`config.mk`:
```
export PLATFORM = sky130hd
export DESIGN_NAME = glob_wildcard_name_matcher
export DESIGN_NICKNAME = d
export VERILOG_FILES = /design/src/rtl/gwm_pkg.sv /design/src/rtl/gwm_front.sv /design/src/rtl/gwm_queue.sv /design/src/rtl/gwm_back.sv /design/src/rtl/glob_wildcard_name_matcher.sv
export SDC_FILE = /design/constraint.sdc
export NUM_CORES = 1
export LEC_CHECK = 0
export ABC_AREA = 1
export BUFFER_PORTS_ARGS = -buffer_cell sky130_fd_sc_hd__buf_2
export CELL_PAD_IN_SITES_DETAIL_PLACEMENT = 1
export CELL_PAD_IN_SITES_GLOBAL_PLACEMENT = 1
export CORE_UTILIZATION = 43
export CTS_CLUSTER_DIAMETER = 60
export DETAILED_ROUTE_END_ITERATION = 10
export PLACE_DENSITY = 0.82
export SYNTH_ARGS = -nofsm -noshare
export SYNTH_HDL_FRONTEND = slang
export SYNTH_SLANG_ARGS = --single-unit
export TNS_END_PERCENT = 1
```
`constraint.sdc`:
```
create_clock -name aclk -period 6.5 [get_ports aclk]
set_input_delay 0.975 -clock aclk [delete_from_list [all_inputs] [get_ports aclk]]
set_output_delay 0.975 -clock aclk [all_outputs]
set_load 0.05 [all_outputs]
```
`src/rtl/gwm_pkg.sv`:
```
// shared constants, types and register codes for the glob name matcher
`timescale 1ns / 1ps
`default_nettype none

package gwm_pkg;

    localparam int MAX_CHARS    = 32;
    localparam int POS_W        = MAX_CHARS + 1;
    localparam int LEN_W        = $clog2(MAX_CHARS + 1);
    localparam int CFG_LEN_W    = 6;
    localparam int CFG_DATA_W   = 64;
    localparam int CFG_IDX_W    = 3;
    localparam int PAT_REGS     = 4;
    localparam int PAT_IDX_W    = $clog2(PAT_REGS);
    localparam int PAT_W        = PAT_REGS * CFG_DATA_W;
    localparam int CHAR_W       = 8;
    localparam int CLOSE_ROUNDS = $clog2(POS_W);
    localparam int Q_DEPTH      = 2;
    localparam int Q_PTR_W      = $clog2(Q_DEPTH);
    localparam int Q_CNT_W      = $clog2(Q_DEPTH + 1);

    localparam logic [CHAR_W-1:0] STAR_CHAR  = 8'h2A;
    localparam logic [CHAR_W-1:0] QMARK_CHAR = 8'h3F;

    typedef enum logic [CFG_IDX_W-1:0] {
        REG_PAT_0 = 3'd0,
        REG_PAT_1 = 3'd1,
        REG_PAT_2 = 3'd2,
        REG_PAT_3 = 3'd3,
        REG_LEN   = 3'd4,
        REG_WILD  = 3'd5
    } reg_idx_t;

    typedef struct packed {
        logic [PAT_W-1:0] pattern;
        logic [LEN_W-1:0] used_len;
        logic             wild;
    } cfg_t;

    typedef struct packed {
        logic [MAX_CHARS-1:0] hit;
        logic                 present;
        logic                 last;
    } item_t;

endpackage

`default_nettype wire

```
`src/rtl/gwm_front.sv`:
```
// front end: takes name bytes and turns each into a per-position hit vector
`timescale 1ns / 1ps
`default_nettype none

module gwm_front (
    input  wire gwm_pkg::cfg_t                  cfg,
    input  wire logic                           s_valid,
    output logic                                s_ready,
    input  wire logic [gwm_pkg::CHAR_W-1:0]     s_name_byte,
    input  wire logic                           s_byte_present,
    input  wire logic                           s_end_of_name,
    input  wire logic                           q_full,
    output logic                                q_push,
    output gwm_pkg::item_t                      q_item
);

    logic [gwm_pkg::MAX_CHARS-1:0] hit;
    logic [gwm_pkg::CHAR_W-1:0]    pc;
    logic                          in_use;

    always_comb begin
        hit = '0;
        for (int i = 0; i < gwm_pkg::MAX_CHARS; i++) begin
            pc     = cfg.pattern[i*gwm_pkg::CHAR_W +: gwm_pkg::CHAR_W];
            in_use = gwm_pkg::LEN_W'(i) < cfg.used_len;
            // a wildcard star never consumes a byte by moving forward
            hit[i] = s_byte_present && in_use
                     && !(cfg.wild && pc == gwm_pkg::STAR_CHAR)
                     && ((cfg.wild && pc == gwm_pkg::QMARK_CHAR) || pc == s_name_byte);
        end
    end

    assign s_ready        = !q_full;
    assign q_push         = s_valid && !q_full;
    assign q_item.hit     = hit;
    assign q_item.present = s_byte_present;
    assign q_item.last    = s_end_of_name;

endmodule

`default_nettype wire

```
`src/rtl/gwm_queue.sv`:
```
// short fifo between front and back
`timescale 1ns / 1ps
`default_nettype none

module gwm_queue (
    input  wire logic                         aclk,
    input  wire logic                         aresetn,
    input  wire logic                         push,
    input  wire gwm_pkg::item_t               push_item,
    output logic                              full,
    input  wire logic                         pop,
    output logic                              q_valid,
    output gwm_pkg::item_t                    q_item,
    output logic [gwm_pkg::Q_CNT_W-1:0]       count
);

    gwm_pkg::item_t                  mem_reg [gwm_pkg::Q_DEPTH];
    logic [gwm_pkg::Q_PTR_W-1:0]     wr_ptr_reg, wr_ptr_next;
    logic [gwm_pkg::Q_PTR_W-1:0]     rd_ptr_reg, rd_ptr_next;
    logic [gwm_pkg::Q_CNT_W-1:0]     count_reg, count_next;

    always_comb begin
        wr_ptr_next = wr_ptr_reg;
        rd_ptr_next = rd_ptr_reg;
        count_next  = count_reg;
        if (push) begin
            wr_ptr_next = (wr_ptr_reg == gwm_pkg::Q_PTR_W'(gwm_pkg::Q_DEPTH - 1))
                          ? '0 : wr_ptr_reg + 1'b1;
        end
        if (pop) begin
            rd_ptr_next = (rd_ptr_reg == gwm_pkg::Q_PTR_W'(gwm_pkg::Q_DEPTH - 1))
                          ? '0 : rd_ptr_reg + 1'b1;
        end
        if (push && !pop) begin
            count_next = count_reg + 1'b1;
        end else if (pop && !push) begin
            count_next = count_reg - 1'b1;
        end
    end

    always_ff @(posedge aclk) begin
        if (!aresetn) begin
            wr_ptr_reg <= '0;
            rd_ptr_reg <= '0;
            count_reg  <= '0;
        end else begin
            wr_ptr_reg <= wr_ptr_next;
            rd_ptr_reg <= rd_ptr_next;
            count_reg  <= count_next;
        end
    end

    always_ff @(posedge aclk) begin
        if (push) begin
            mem_reg[wr_ptr_reg] <= push_item;
        end
    end

    assign full    = count_reg == gwm_pkg::Q_CNT_W'(gwm_pkg::Q_DEPTH);
    assign q_valid = count_reg != '0;
    assign q_item  = mem_reg[rd_ptr_reg];
    assign count   = count_reg;

endmodule

`default_nettype wire

```
`src/rtl/gwm_back.sv`:
```
// back end: active position set update, final star closure and result register
`timescale 1ns / 1ps
`default_nettype none

module gwm_back (
    input  wire logic              aclk,
    input  wire logic              aresetn,
    input  wire gwm_pkg::cfg_t     cfg,
    input  wire logic              q_valid,
    input  wire gwm_pkg::item_t    q_item,
    output logic                   q_pop,
    output logic                   m_valid,
    input  wire logic              m_ready,
    output logic                   m_name_matched
);

    // prefix propagation of active positions across runs of stars
    function automatic logic [gwm_pkg::POS_W-1:0] star_closure(
        input logic [gwm_pkg::POS_W-1:0]     set_in,
        input logic [gwm_pkg::MAX_CHARS-1:0] star
    );
        logic [gwm_pkg::POS_W-1:0] g;
        logic [gwm_pkg::POS_W-1:0] p;
        g = set_in;
        p = {star, 1'b0};
        for (int k = 0; k < gwm_pkg::CLOSE_ROUNDS; k++) begin
            g = g | ((g << (1 << k)) & p);
            p = p & (p << (1 << k));
        end
        return g;
    endfunction

    logic [gwm_pkg::POS_W-1:0]     set_reg, set_next;
    logic [gwm_pkg::POS_W-1:0]     fin_set_reg;
    logic                          fin_valid_reg;
    logic                          m_valid_reg;
    logic                          m_name_matched_reg;
    logic [gwm_pkg::MAX_CHARS-1:0] star;
    logic [gwm_pkg::POS_W-1:0]     cur;
    logic [gwm_pkg::POS_W-1:0]     adv;
    logic [gwm_pkg::POS_W-1:0]     fin_closed;
    logic                          out_free;
    logic                          fin_free;
    logic                          fin_move;

    always_comb begin
        for (int i = 0; i < gwm_pkg::MAX_CHARS; i++) begin
            star[i] = cfg.wild && (gwm_pkg::LEN_W'(i) < cfg.used_len)
                      && cfg.pattern[i*gwm_pkg::CHAR_W +: gwm_pkg::CHAR_W] == gwm_pkg::STAR_CHAR;
        end
    end

    always_comb begin
        cur = star_closure(set_reg, star);
        // a star keeps its position, a hit moves one position on
        adv = {1'b0, cur[gwm_pkg::MAX_CHARS-1:0] & star}
            | {cur[gwm_pkg::MAX_CHARS-1:0] & q_item.hit, 1'b0};
        set_next   = q_item.present ? adv : cur;
        fin_closed = star_closure(fin_set_reg, star);
    end

    assign out_free = !m_valid_reg || m_ready;
    assign fin_free = !fin_valid_reg || out_free;
    assign fin_move = fin_valid_reg && out_free;
    assign q_pop    = q_valid && (!q_item.last || fin_free);

    always_ff @(posedge aclk) begin
        if (!aresetn) begin
            set_reg       <= gwm_pkg::POS_W'(1);
            fin_valid_reg <= 1'b0;
            m_valid_reg   <= 1'b0;
        end else begin
            if (q_pop) begin
                set_reg <= q_item.last ? gwm_pkg::POS_W'(1) : set_next;
            end
            if (q_pop && q_item.last) begin
                fin_valid_reg <= 1'b1;
            end else if (fin_move) begin
                fin_valid_reg <= 1'b0;
            end
            if (fin_move) begin
                m_valid_reg <= 1'b1;
            end else if (m_ready) begin
                m_valid_reg <= 1'b0;
            end
        end
    end

    always_ff @(posedge aclk) begin
        if (q_pop && q_item.last) begin
            fin_set_reg <= set_next;
        end
        if (fin_move) begin
            m_name_matched_reg <= fin_closed[cfg.used_len];
        end
    end

    assign m_valid        = m_valid_reg;
    assign m_name_matched = m_name_matched_reg;

endmodule

`default_nettype wire

```
`src/rtl/glob_wildcard_name_matcher.sv`:
```
// top level of the glob name matcher: config registers, front, queue and back
//
// Names stream in one byte per transfer and the block sustains one transfer per
// clock while the queue is not full; result back-pressure can fill it. The bound
// is the set update in the back end, one star closure plus one advance of the
// 33-position active set per cycle. A name's result passes the queue, the final
// set register (set update) and the output register (final star closure).
// Pattern registers may be written only between names or while no item is in
// flight; there is no clearing pass after reset.
`timescale 1ns / 1ps
`default_nettype none

module glob_wildcard_name_matcher (
    input  wire logic                               aclk,
    input  wire logic                               aresetn,
    input  wire logic                               cfg_valid,
    output logic                                    cfg_ready,
    input  wire logic [gwm_pkg::CFG_IDX_W-1:0]      cfg_index,
    input  wire logic [gwm_pkg::CFG_DATA_W-1:0]     cfg_data,
    input  wire logic                               s_valid,
    output logic                                    s_ready,
    input  wire logic [gwm_pkg::CHAR_W-1:0]         s_name_byte,
    input  wire logic                               s_byte_present,
    input  wire logic                               s_end_of_name,
    output logic                                    m_valid,
    input  wire logic                               m_ready,
    output logic                                    m_name_matched
);

    logic [gwm_pkg::CFG_DATA_W-1:0] pattern_reg [gwm_pkg::PAT_REGS];
    logic [gwm_pkg::CFG_LEN_W-1:0]  len_reg;
    logic                           wild_reg;
    gwm_pkg::cfg_t                  cfg;
    gwm_pkg::item_t                 push_item;
    gwm_pkg::item_t                 q_item;
    logic                           q_push;
    logic                           q_pop;
    logic                           q_full;
    logic                           q_valid;
    logic [gwm_pkg::Q_CNT_W-1:0]    q_count;

    assign cfg_ready = 1'b1;

    always_ff @(posedge aclk) begin
        if (!aresetn) begin
            for (int k = 0; k < gwm_pkg::PAT_REGS; k++) begin
                pattern_reg[k] <= '0;
            end
            len_reg  <= '0;
            wild_reg <= 1'b1;
        end else if (cfg_valid) begin
            unique case (cfg_index) inside
                gwm_pkg::REG_PAT_0, gwm_pkg::REG_PAT_1,
                gwm_pkg::REG_PAT_2, gwm_pkg::REG_PAT_3: begin
                    pattern_reg[cfg_index[gwm_pkg::PAT_IDX_W-1:0]] <= cfg_data;
                end
                gwm_pkg::REG_LEN: begin
                    len_reg <= cfg_data[gwm_pkg::CFG_LEN_W-1:0];
                end
                gwm_pkg::REG_WILD: begin
                    wild_reg <= cfg_data[0];
                end
                default: begin
                end
            endcase
        end
    end

    always_comb begin
        for (int k = 0; k < gwm_pkg::PAT_REGS; k++) begin
            cfg.pattern[k*gwm_pkg::CFG_DATA_W +: gwm_pkg::CFG_DATA_W] = pattern_reg[k];
        end
        // lengths beyond the pattern store saturate
        if (len_reg > gwm_pkg::CFG_LEN_W'(gwm_pkg::MAX_CHARS)) begin
            cfg.used_len = gwm_pkg::LEN_W'(gwm_pkg::MAX_CHARS);
        end else begin
            cfg.used_len = gwm_pkg::LEN_W'(len_reg);
        end
        cfg.wild = wild_reg;
    end

    gwm_front u_front (
        .cfg            (cfg),
        .s_valid        (s_valid),
        .s_ready        (s_ready),
        .s_name_byte    (s_name_byte),
        .s_byte_present (s_byte_present),
        .s_end_of_name  (s_end_of_name),
        .q_full         (q_full),
        .q_push         (q_push),
        .q_item         (push_item)
    );

    gwm_queue u_queue (
        .aclk      (aclk),
        .aresetn   (aresetn),
        .push      (q_push),
        .push_item (push_item),
        .full      (q_full),
        .pop       (q_pop),
        .q_valid   (q_valid),
        .q_item    (q_item),
        .count     (q_count)
    );

    gwm_back u_back (
        .aclk           (aclk),
        .aresetn        (aresetn),
        .cfg            (cfg),
        .q_valid        (q_valid),
        .q_item         (q_item),
        .q_pop          (q_pop),
        .m_valid        (m_valid),
        .m_ready        (m_ready),
        .m_name_matched (m_name_matched)
    );

`ifndef SYNTHESIS
    a_no_result_after_reset: assert property (@(posedge aclk) disable iff (!aresetn)
        $past(!aresetn) |-> !m_valid)
        else $error("result valid right after reset");

    a_pop_needs_entry: assert property (@(posedge aclk) disable iff (!aresetn)
        q_pop |-> q_count != '0)
        else $error("queue popped while empty");

    a_count_tracks_push: assert property (@(posedge aclk) disable iff (!aresetn)
        (q_push && !q_pop) |=> q_count == gwm_pkg::Q_CNT_W'($past(q_count) + 1'b1))
        else $error("queue count lost a transfer");
`endif

endmodule

`default_nettype wire

```
==> metrics.csv, run 1 <==
stage,metric,value,unit
pwr,Clock power frac,0.346,
synthesis,"area leader, netlist",edfxtp_1,
placed_design,routability congestion estimate,0.984,
clocking,total CTS buffers,48,
cells_and_area,"Core Util, Final",0.487,
routing,DRC Markers,0,
placed_design,"Cell Area, Placed",0.0261,mm2
placed_design,Setup WS pre-CTS,2.11,ns
pwr,switch share,0.343,
setup_path,critical path class,register to register,
global_routing,GR Util All Layers,0.356,
floorplanning,die area,0.0589,mm2
timing,fin. max-slew vios,0,
routing,DR vias/cell,5.90,
routing,vias,23914,
cells_and_area,share of cells above drive strength 1,0.108,
synthesis,Synthesis Warnings,0,
timing,achievable frequency,0.223,GHz
run,Max-Cap Viols,0,
global_routing,vias in the first global route,24608,
synthesis,Cells after Synth,3207,
timing,Slew @ Worst Pin,1.23,ns
synthesis,top_reg_cell synth,edfxtp_1,
setup_path,Worst Setup EP,u_back.m_name_matched$_DFFE_PP_,
setup_path,Crit path top cell by count,nand2_1,
routing,post-route ant nets,0,
pwr,combinational share of power,0.226,
outcome,status,completed,
routing,DRT Pass-1 Iters,8,
pwr,leakage,10.9,nW
setup_path,slowest CP cell,nor2_1,
setup_path,R2R cell count,18,
clocking,CTS tree,built,
pwr,Internal,5.18,mW
synthesis,number of synthesized flops with an enable pin,358,
placed_design,Placed Cells,3969,
min_path,Hold WC Path Type,register to register,
setup_path,CP peak stage delay,0.92,ns
clocking,H-tree Lvls,2,
setup_path,Worst setup startpoint,len_reg[5]$_SDFFE_PN0P_,
clocking,worst-skew pair later-pin latency,0.61,ns
pwr,Power per Cell Area,285,mW/mm2
setup_path,startpoint of the worst-slack reg-to-reg timing path,len_reg[5]$_SDFFE_PN0P_,
clocking,# clock sinks,405,
pwr,VDD IR-drop max,0.249,mV
floorplanning,Die X,243,um
timing,Hold Fails Final Rpt,0,
setup_path,crit start category,register,
timing,endpoints failing setup,0,
routing,DRT iter0 DRCs,2628,
clocking,"CTS clk-pin slew, worst paths",0.06,ns
global_routing,GRT overflow,0,
floorplanning,Initial Util,0.438,
clocking,post_cts resized,0,
synthesis,post-synthesis sequential area ratio,0.469,
floorplanning,io pins,86,
cells_and_area,nets,3346,
synthesis,Synth top area share,0.432,
timing,RSZ-0062 raised after global routing,false,
global_routing,initial antenna violation count,3,
floorplanning,Die Y-Extent,243,um
setup_path,"Max FO, Critical Path",12,
placed_design,Detailed Place HPWL,79400,um
cells_and_area,Layout Cells excl Fill,4056,
setup_path,Reg2Reg Capture Point,u_back.m_name_matched$_DFFE_PP_,
global_routing,pin count of the biggest net entering global routing,77,
synthesis,syn nets,3290,
synthesis,synth top area cells,"edfxtp_1 43%, nand2_1 12%, nor2_1 7.2%",
placed_design,IO buf count,84,
timing,max_slew headroom,0.174,
pwr,sequential power share,0.428,
synthesis,Post-Syn Area,0.0249,mm2
setup_path,worst endpoint required time,6.84,ns
timing,final worst setup slack,2.01,ns
setup_path,"critical path, cell by cell",nor2_1 > nand2_1 > inv_2 > o21ai_2 > nand2_2 > nor2_1 > nand2_1 > nand2_1 > inv_1 > nand3_1 > nand3_1 > nand2_1 > nand2_1 > nand4_1 > nand2_1 > nand2_1 > nor2_1 > nand2_1,
timing,Fin Clk Skew,0.0200,ns
routing,final wirelength,105000,um
cells_and_area,fin area,0.0277,mm2
synthesis,Unique masters post-synth,68,
setup_path,"Arr. time, crit path",4.83,ns
timing,crit path time final,4.49,ns
clocking,Root Driver,clkbuf_16,
floorplanning,Core Area,0.0568,mm2
floorplanning,row count,87,
cells_and_area,Layout area overhead,11.1,%
clocking,maximum root-to-sink buffer count,3,
synthesis,synthesized flop and latch total,405,
cells_and_area,max FFs per register,256,
synthesis,Post-synth ARST share,0,
synthesis,Synth Area per Inst,7.77,um2
clocking,Post-CTS Setup Bufs,0,
global_routing,first-pass GRT wire length,156000,um
setup_path,crit path capture type,register,
pwr,P_sw,2.71,mW
clocking,Post-CTS Hold Fix Bufs,0,
routing,WL/cell,26.0,um
setup_path,FF-to-FF setup slack,2.01,ns
timing,TNS Setup,0,ns
timing,final critical-path share of the clock period,0.691,
[worst min-delay path by stage]
stage | slack, ns | end | startpoint | depth (start not counted)
2_1_floorplan | 0.43 | register | u_queue.rd_ptr_reg$_SDFFE_PN0P_ | 1
3_3_place_gp | 0.44 | u_queue.rd_ptr_reg$_SDFFE_PN0P_ | u_queue.rd_ptr_reg$_SDFFE_PN0P_ | 1
3_5_place_dp | 0.46 | u_back.set_reg[5]$_SDFFE_PN0P_ | u_back.set_reg[5]$_SDFFE_PN0P_ | 2
4_1_cts | 0.47 | u_back.set_reg[5]$_SDFFE_PN0P_ | u_back.set_reg[5]$_SDFFE_PN0P_ | 2
5_1_grt | 0.48 | u_back.set_reg[5]$_SDFFE_PN0P_ | u_back.set_reg[5]$_SDFFE_PN0P_ | 2
6_report | 0.47 | u_back.set_reg[13]$_SDFFE_PN0P_ | u_back.set_reg[13]$_SDFFE_PN0P_ | 2
[cells by family after synthesis]
group	synth area share
simple gates	0.326
buf+inv	0.0816
flops	0.469
compound gates	0.0697
xor+xnor	0.0513
mux	0.000804
fa+ha+maj	0.000502
other cells	0.000151
[routing by layer]
| layer | up-vias | share of wire | routed length, um | global-route usage |
|---|---|---|---|---|
| met1 | 11817 | 0.41 | 42900 | 0.470 |
| li1 | 10644 | - | - | - |
| met5 | - | 0.00033 | 35 | 0.00245 |
| met3 | 302 | 0.080 | 8430 | 0.0531 |
| met4 | 4 | 0.045 | 4700 | 0.143 |
| met2 | 1147 | 0.47 | 49400 | 0.585 |
[cell usage in the layout, fill, tap and decap left out, types with 49 or more instances in the layout]
cell type,n
nand3_1,226
edfxtp_1,358
nand4_1,81
nor2_1,473
clkbuf_16,49
nand2_1,787
xnor2_1,123
buf_2,84
o21ai_0,64
inv_1,381
a21oi_1,111
nor3_1,107
[power by group through the flow]
stage,registers (mW),logic (mW),clock network (mW)
2_1_floorplan,3.35,1.05,0
3_3_place_gp,3.40,1.70,0
3_5_place_dp,3.42,1.75,0
4_1_cts,3.37,1.76,2.74
5_1_grt,3.40,1.90,2.82
6_report,3.37,1.78,2.73
[cell usage after synthesis (5+ instances only)]
cell type	n
buf_2	6
inv_2	19
o2111ai_1	8
nor4_1	34
buf_1	20
o221ai_1	7
nand3_2	11
nor3_1	107
a21oi_1	112
nand2_2	23
o21ai_1	20
edfxtp_1	358
nand3_1	227
clkinv_1	5
dfxtp_1	47
o21ai_2	12
nor2_1	476
inv_1	384
xnor2_1	123
nand3b_1	9
xor2_1	23
o21ai_0	65
clkbuf_1	77
nor2_4	9
nand2_1	791
o2111a_1	7
nor2_2	22
nand4_1	81
or2_2	39
[worst max-delay path: cells and delay by family, from the launching register on]
kind                   cells  cell delay [ns]
buffers and inverters      2             0.36
AOI/OAI and AO/OA          1             0.12
DFF                        1             0.42
and+or+nand+nor           15             3.30
[through the flow]
stage | hold WS, ns | total power [mW]
after global placement | 0.437 | 5.10
after CTS | 0.465 | 7.87
after global routing | 0.480 | 8.12
final | 0.471 | 7.89
after floorplan | 0.425 | 4.39
after detailed placement | 0.456 | 5.17
[area by class of cell]
cell class | count | area [um2]
clock inverters | 28 | 280
fillers | 7023 | 29200
clock buffers | 58 | 1270
well taps | 756 | 946
inverters | 410 | 1550
repair buffers | 118 | 688
diodes | 1 | 2.50
multi-input cells | 2280 | 11200
flip-flops and latches | 405 | 11700
(Power assumes the default switching activity.)
==> inputs of run 2 (changes only) <==
--- a/config.mk
+++ b/config.mk
@@ -9,7 +9,7 @@
 export BUFFER_PORTS_ARGS = -buffer_cell sky130_fd_sc_hd__buf_2
 export CELL_PAD_IN_SITES_DETAIL_PLACEMENT = 1
 export CELL_PAD_IN_SITES_GLOBAL_PLACEMENT = 1
-export CORE_UTILIZATION = 43
+export CORE_UTILIZATION = 45
 export CTS_CLUSTER_DIAMETER = 60
 export DETAILED_ROUTE_END_ITERATION = 10
 export PLACE_DENSITY = 0.82
==> constraint.sdc (replaced) <==
create_clock -name aclk -period 4.26 [get_ports aclk]
set_input_delay 0.639 -clock aclk [delete_from_list [all_inputs] [get_ports aclk]]
set_output_delay 0.639 -clock aclk [all_outputs]
set_load 0.05 [all_outputs]
==> run 2 against run 1 <==
  * Sequential cell count is the same
  * Wire length grew 2.0%
  * Design area grew 0.89%
  * Final cell count shrank 0.74%
  * Utilization grew 2.8 points
  * Via count grew 1.5%
  * Clock power grew 57%
  * Sequential share of layout area shrank 0.37 points
  * First-iteration DRC count shrank 6.4%
  * Hold slack lost 0.25 ns
==> metrics.csv, run 2 (synthesis gave the netlist of run 1 again) <==
stage,metric,value,unit,change
global_routing,GR Util All Layers,0.382,,+0.0267
routing,final wirelength,108000,um,+2.0%
timing,Slew @ Worst Pin,1.25,ns,+0.0206 ns
timing,final critical-path share of the clock period,0.868,,+0.177
global_routing,initial antenna violation count,4,,+1
setup_path,CP top delay family,simple AND/OR/NAND/NOR gates,,
cells_and_area,fin area,0.0279,mm2,+0.89%
pwr,P_sw,4.26,mW,+57%
pwr,combinational share of power,0.223,,-0.003
timing,max_slew headroom,0.166,,-0.00818
placed_design,"Cell Area, Placed",0.0263,mm2,+0.63%
pwr,leakage,11.1,nW,+1.7%
setup_path,critical path class,register to register,,
pwr,Power per Cell Area,436,mW/mm2,+53%
clocking,post_cts resized,0,,unchanged
routing,post-route ant nets,0,,unchanged
cells_and_area,"Core Util, Final",0.515,,+0.0277
clocking,Post-CTS Setup Bufs,0,,unchanged
floorplanning,Core Area,0.0542,mm2,-4.5%
pwr,VDD IR-drop max,0.350,mV,+40%
global_routing,GRT overflow,0,,unchanged
cells_and_area,nets,3376,,+0.90%
placed_design,IO buf count,84,,unchanged
routing,vias,24275,,+1.5%
clocking,Post-CTS Hold Fix Bufs,0,,unchanged
routing,DRT Pass-1 Iters,6,,-2
setup_path,crit start category,register,,
timing,Hold Worst Slack,0.220,ns,-0.251 ns
timing,achievable frequency,0.270,GHz,+21%
placed_design,Detailed Place HPWL,80900,um,+1.8%
clocking,H-tree Lvls,2,,unchanged
floorplanning,die area,0.0563,mm2,-4.4%
timing,fin. max-slew vios,0,,unchanged
cells_and_area,fillers,6723,,-4.3%
timing,TNS Setup,0,ns,unchanged
timing,RSZ-0062 raised after global routing,false,,
pwr,switch share,0.351,,+0.00711
floorplanning,io pins,86,,unchanged
setup_path,Worst setup startpoint,wild_reg$_SDFFE_PN1P_,,
timing,Fin Clk Skew,0.0255,ns,+0.00553 ns
setup_path,"Arr. time, crit path",4.18,ns,-0.65 ns
setup_path,Crit path top cell by count,nand2_1,,
global_routing,vias in the first global route,24957,,+1.4%
setup_path,crit path capture type,register,,
floorplanning,row count,85,,-2.3%
cells_and_area,max FFs per register,256,,unchanged
routing,DR vias/cell,6.03,,+2.3%
cells_and_area,Antenna Cells,0,,-1
routing,DRC Markers,0,,unchanged
setup_path,"critical path, cell by cell",buf_4 > nand3_1 > nor2_1 > nand3_2 > nor2_4 > nand2_2 > nor2_2 > and2_1 > nand2_1 > nand2_1 > nand2_1 > nand2_1 > nand3_1 > nand3_1 > nand2_1 > nand2_1,,
min_path,Hold WC Path Type,input port to register,,
placed_design,routability congestion estimate,1.02,,+3.6%
timing,crit path time final,3.70,ns,-0.794 ns
clocking,Root Driver,clkbuf_16,,
global_routing,first-pass GRT wire length,159000,um,+2.0%
min_path,Worst Hold Launch,s_end_of_name,,
clocking,maximum root-to-sink buffer count,3,,unchanged
floorplanning,Die X,237,um,-2.2%
routing,WL/cell,26.7,um,+2.8%
run,Max-Cap Viols,0,,unchanged
clocking,worst-skew pair later-pin latency,0.63,ns,+0.02 ns
cells_and_area,"commonest non-fill, non-tap cell in the layout",nand2_1,,
setup_path,CP peak stage delay,0.60,ns,-0.32 ns
pwr,Clock power frac,0.353,,+0.007
floorplanning,Die Y-Extent,237,um,-2.2%
setup_path,worst endpoint required time,4.74,ns,-2.10 ns
cells_and_area,most frequent cells in the layout,"787 x nand2_1, 473 x nor2_1, 381 x inv_1",,
outcome,status,completed,,
global_routing,pin count of the biggest net entering global routing,70,,-9.1%
setup_path,Worst Path Buf+Inv,1,,-1
setup_path,"Max FO, Critical Path",13,,+1
cells_and_area,share of cells above drive strength 1,0.117,,+0.00891
setup_path,startpoint of the worst-slack reg-to-reg timing path,wild_reg$_SDFFE_PN1P_,,
clocking,CTS tree,built,,
floorplanning,Initial Util,0.459,,+0.0209
setup_path,slowest CP cell,dfxtp_2,,
clocking,# clock sinks,405,,unchanged
clocking,"CTS clk-pin slew, worst paths",0.06,ns,about the same
timing,endpoints failing setup,0,,unchanged
clocking,total CTS buffers,51,,+6.3%
cells_and_area,Layout area overhead,12.1,%,
timing,Hold Fails Final Rpt,0,,unchanged
pwr,sequential power share,0.425,,-0.003
pwr,Internal,7.90,mW,+53%
routing,DRT iter0 DRCs,2459,,-6.4%
## run 2: metrics by stage
stage / power [mW] / std cells / setup WS [ns]
2_1_floorplan: 6.70 / 3207 / 0.952
3_3_place_gp: 7.79 / 3936 / 0.653
3_5_place_dp: 7.86 / 3936 / 0.659
4_1_cts: 12.1 / 4026 / 0.638
5_1_grt: 12.5 / 4026 / 0.418
6_report: 12.2 / 4026 / 0.561
## run 2: final cells by class
class                      count  area [um2]  area share
sequential                   405       11700       0.419
multi-input combinational   2280       11200       0.403
inverter                     410        1550      0.0554
clock buffer                  60        1350      0.0484
timing repair buffer         145         928      0.0333
tap                          696         871      0.0312
clock inverter                30         283      0.0101
## run 2: routing by layer
| metal | GRT usage | vias up | part of all wire |
|---|---|---|---|
| li1 | - | 10723 | - |
| met2 | 0.631 | 1175 | 0.47 |
| met1 | 0.501 | 12065 | 0.41 |
| met3 | 0.0583 | 306 | 0.080 |
| met4 | 0.160 | 6 | 0.045 |
| met5 | 0 | - | 0.00035 |
## run 2: power by group through the flow
| stage | logic, mW | clock network [mW] | registers [mW] |
|---|---|---|---|
| 5_1_grt | 2.89 | 4.43 | 5.20 |
| 3_3_place_gp | 2.59 | 0 | 5.20 |
| 6_report | 2.71 | 4.29 | 5.16 |
| 4_1_cts | 2.67 | 4.30 | 5.15 |
| 3_5_place_dp | 2.64 | 0 | 5.22 |
| 2_1_floorplan | 1.60 | 0 | 5.10 |
## run 2: path summary, 6_finish.rpt
check,to,slack [ns],cells past startpoint
worst min register to register,u_queue.rd_ptr_reg$_SDFFE_PN0P_,0.46,1
worst max register to register,u_back.m_name_matched$_DFFE_PP_,0.56,16
worst max-delay path,u_back.m_name_matched$_DFFE_PP_,0.56,16
worst min-delay path,u_queue.mem_reg[1][0]$_DFFE_PP_,0.22,1
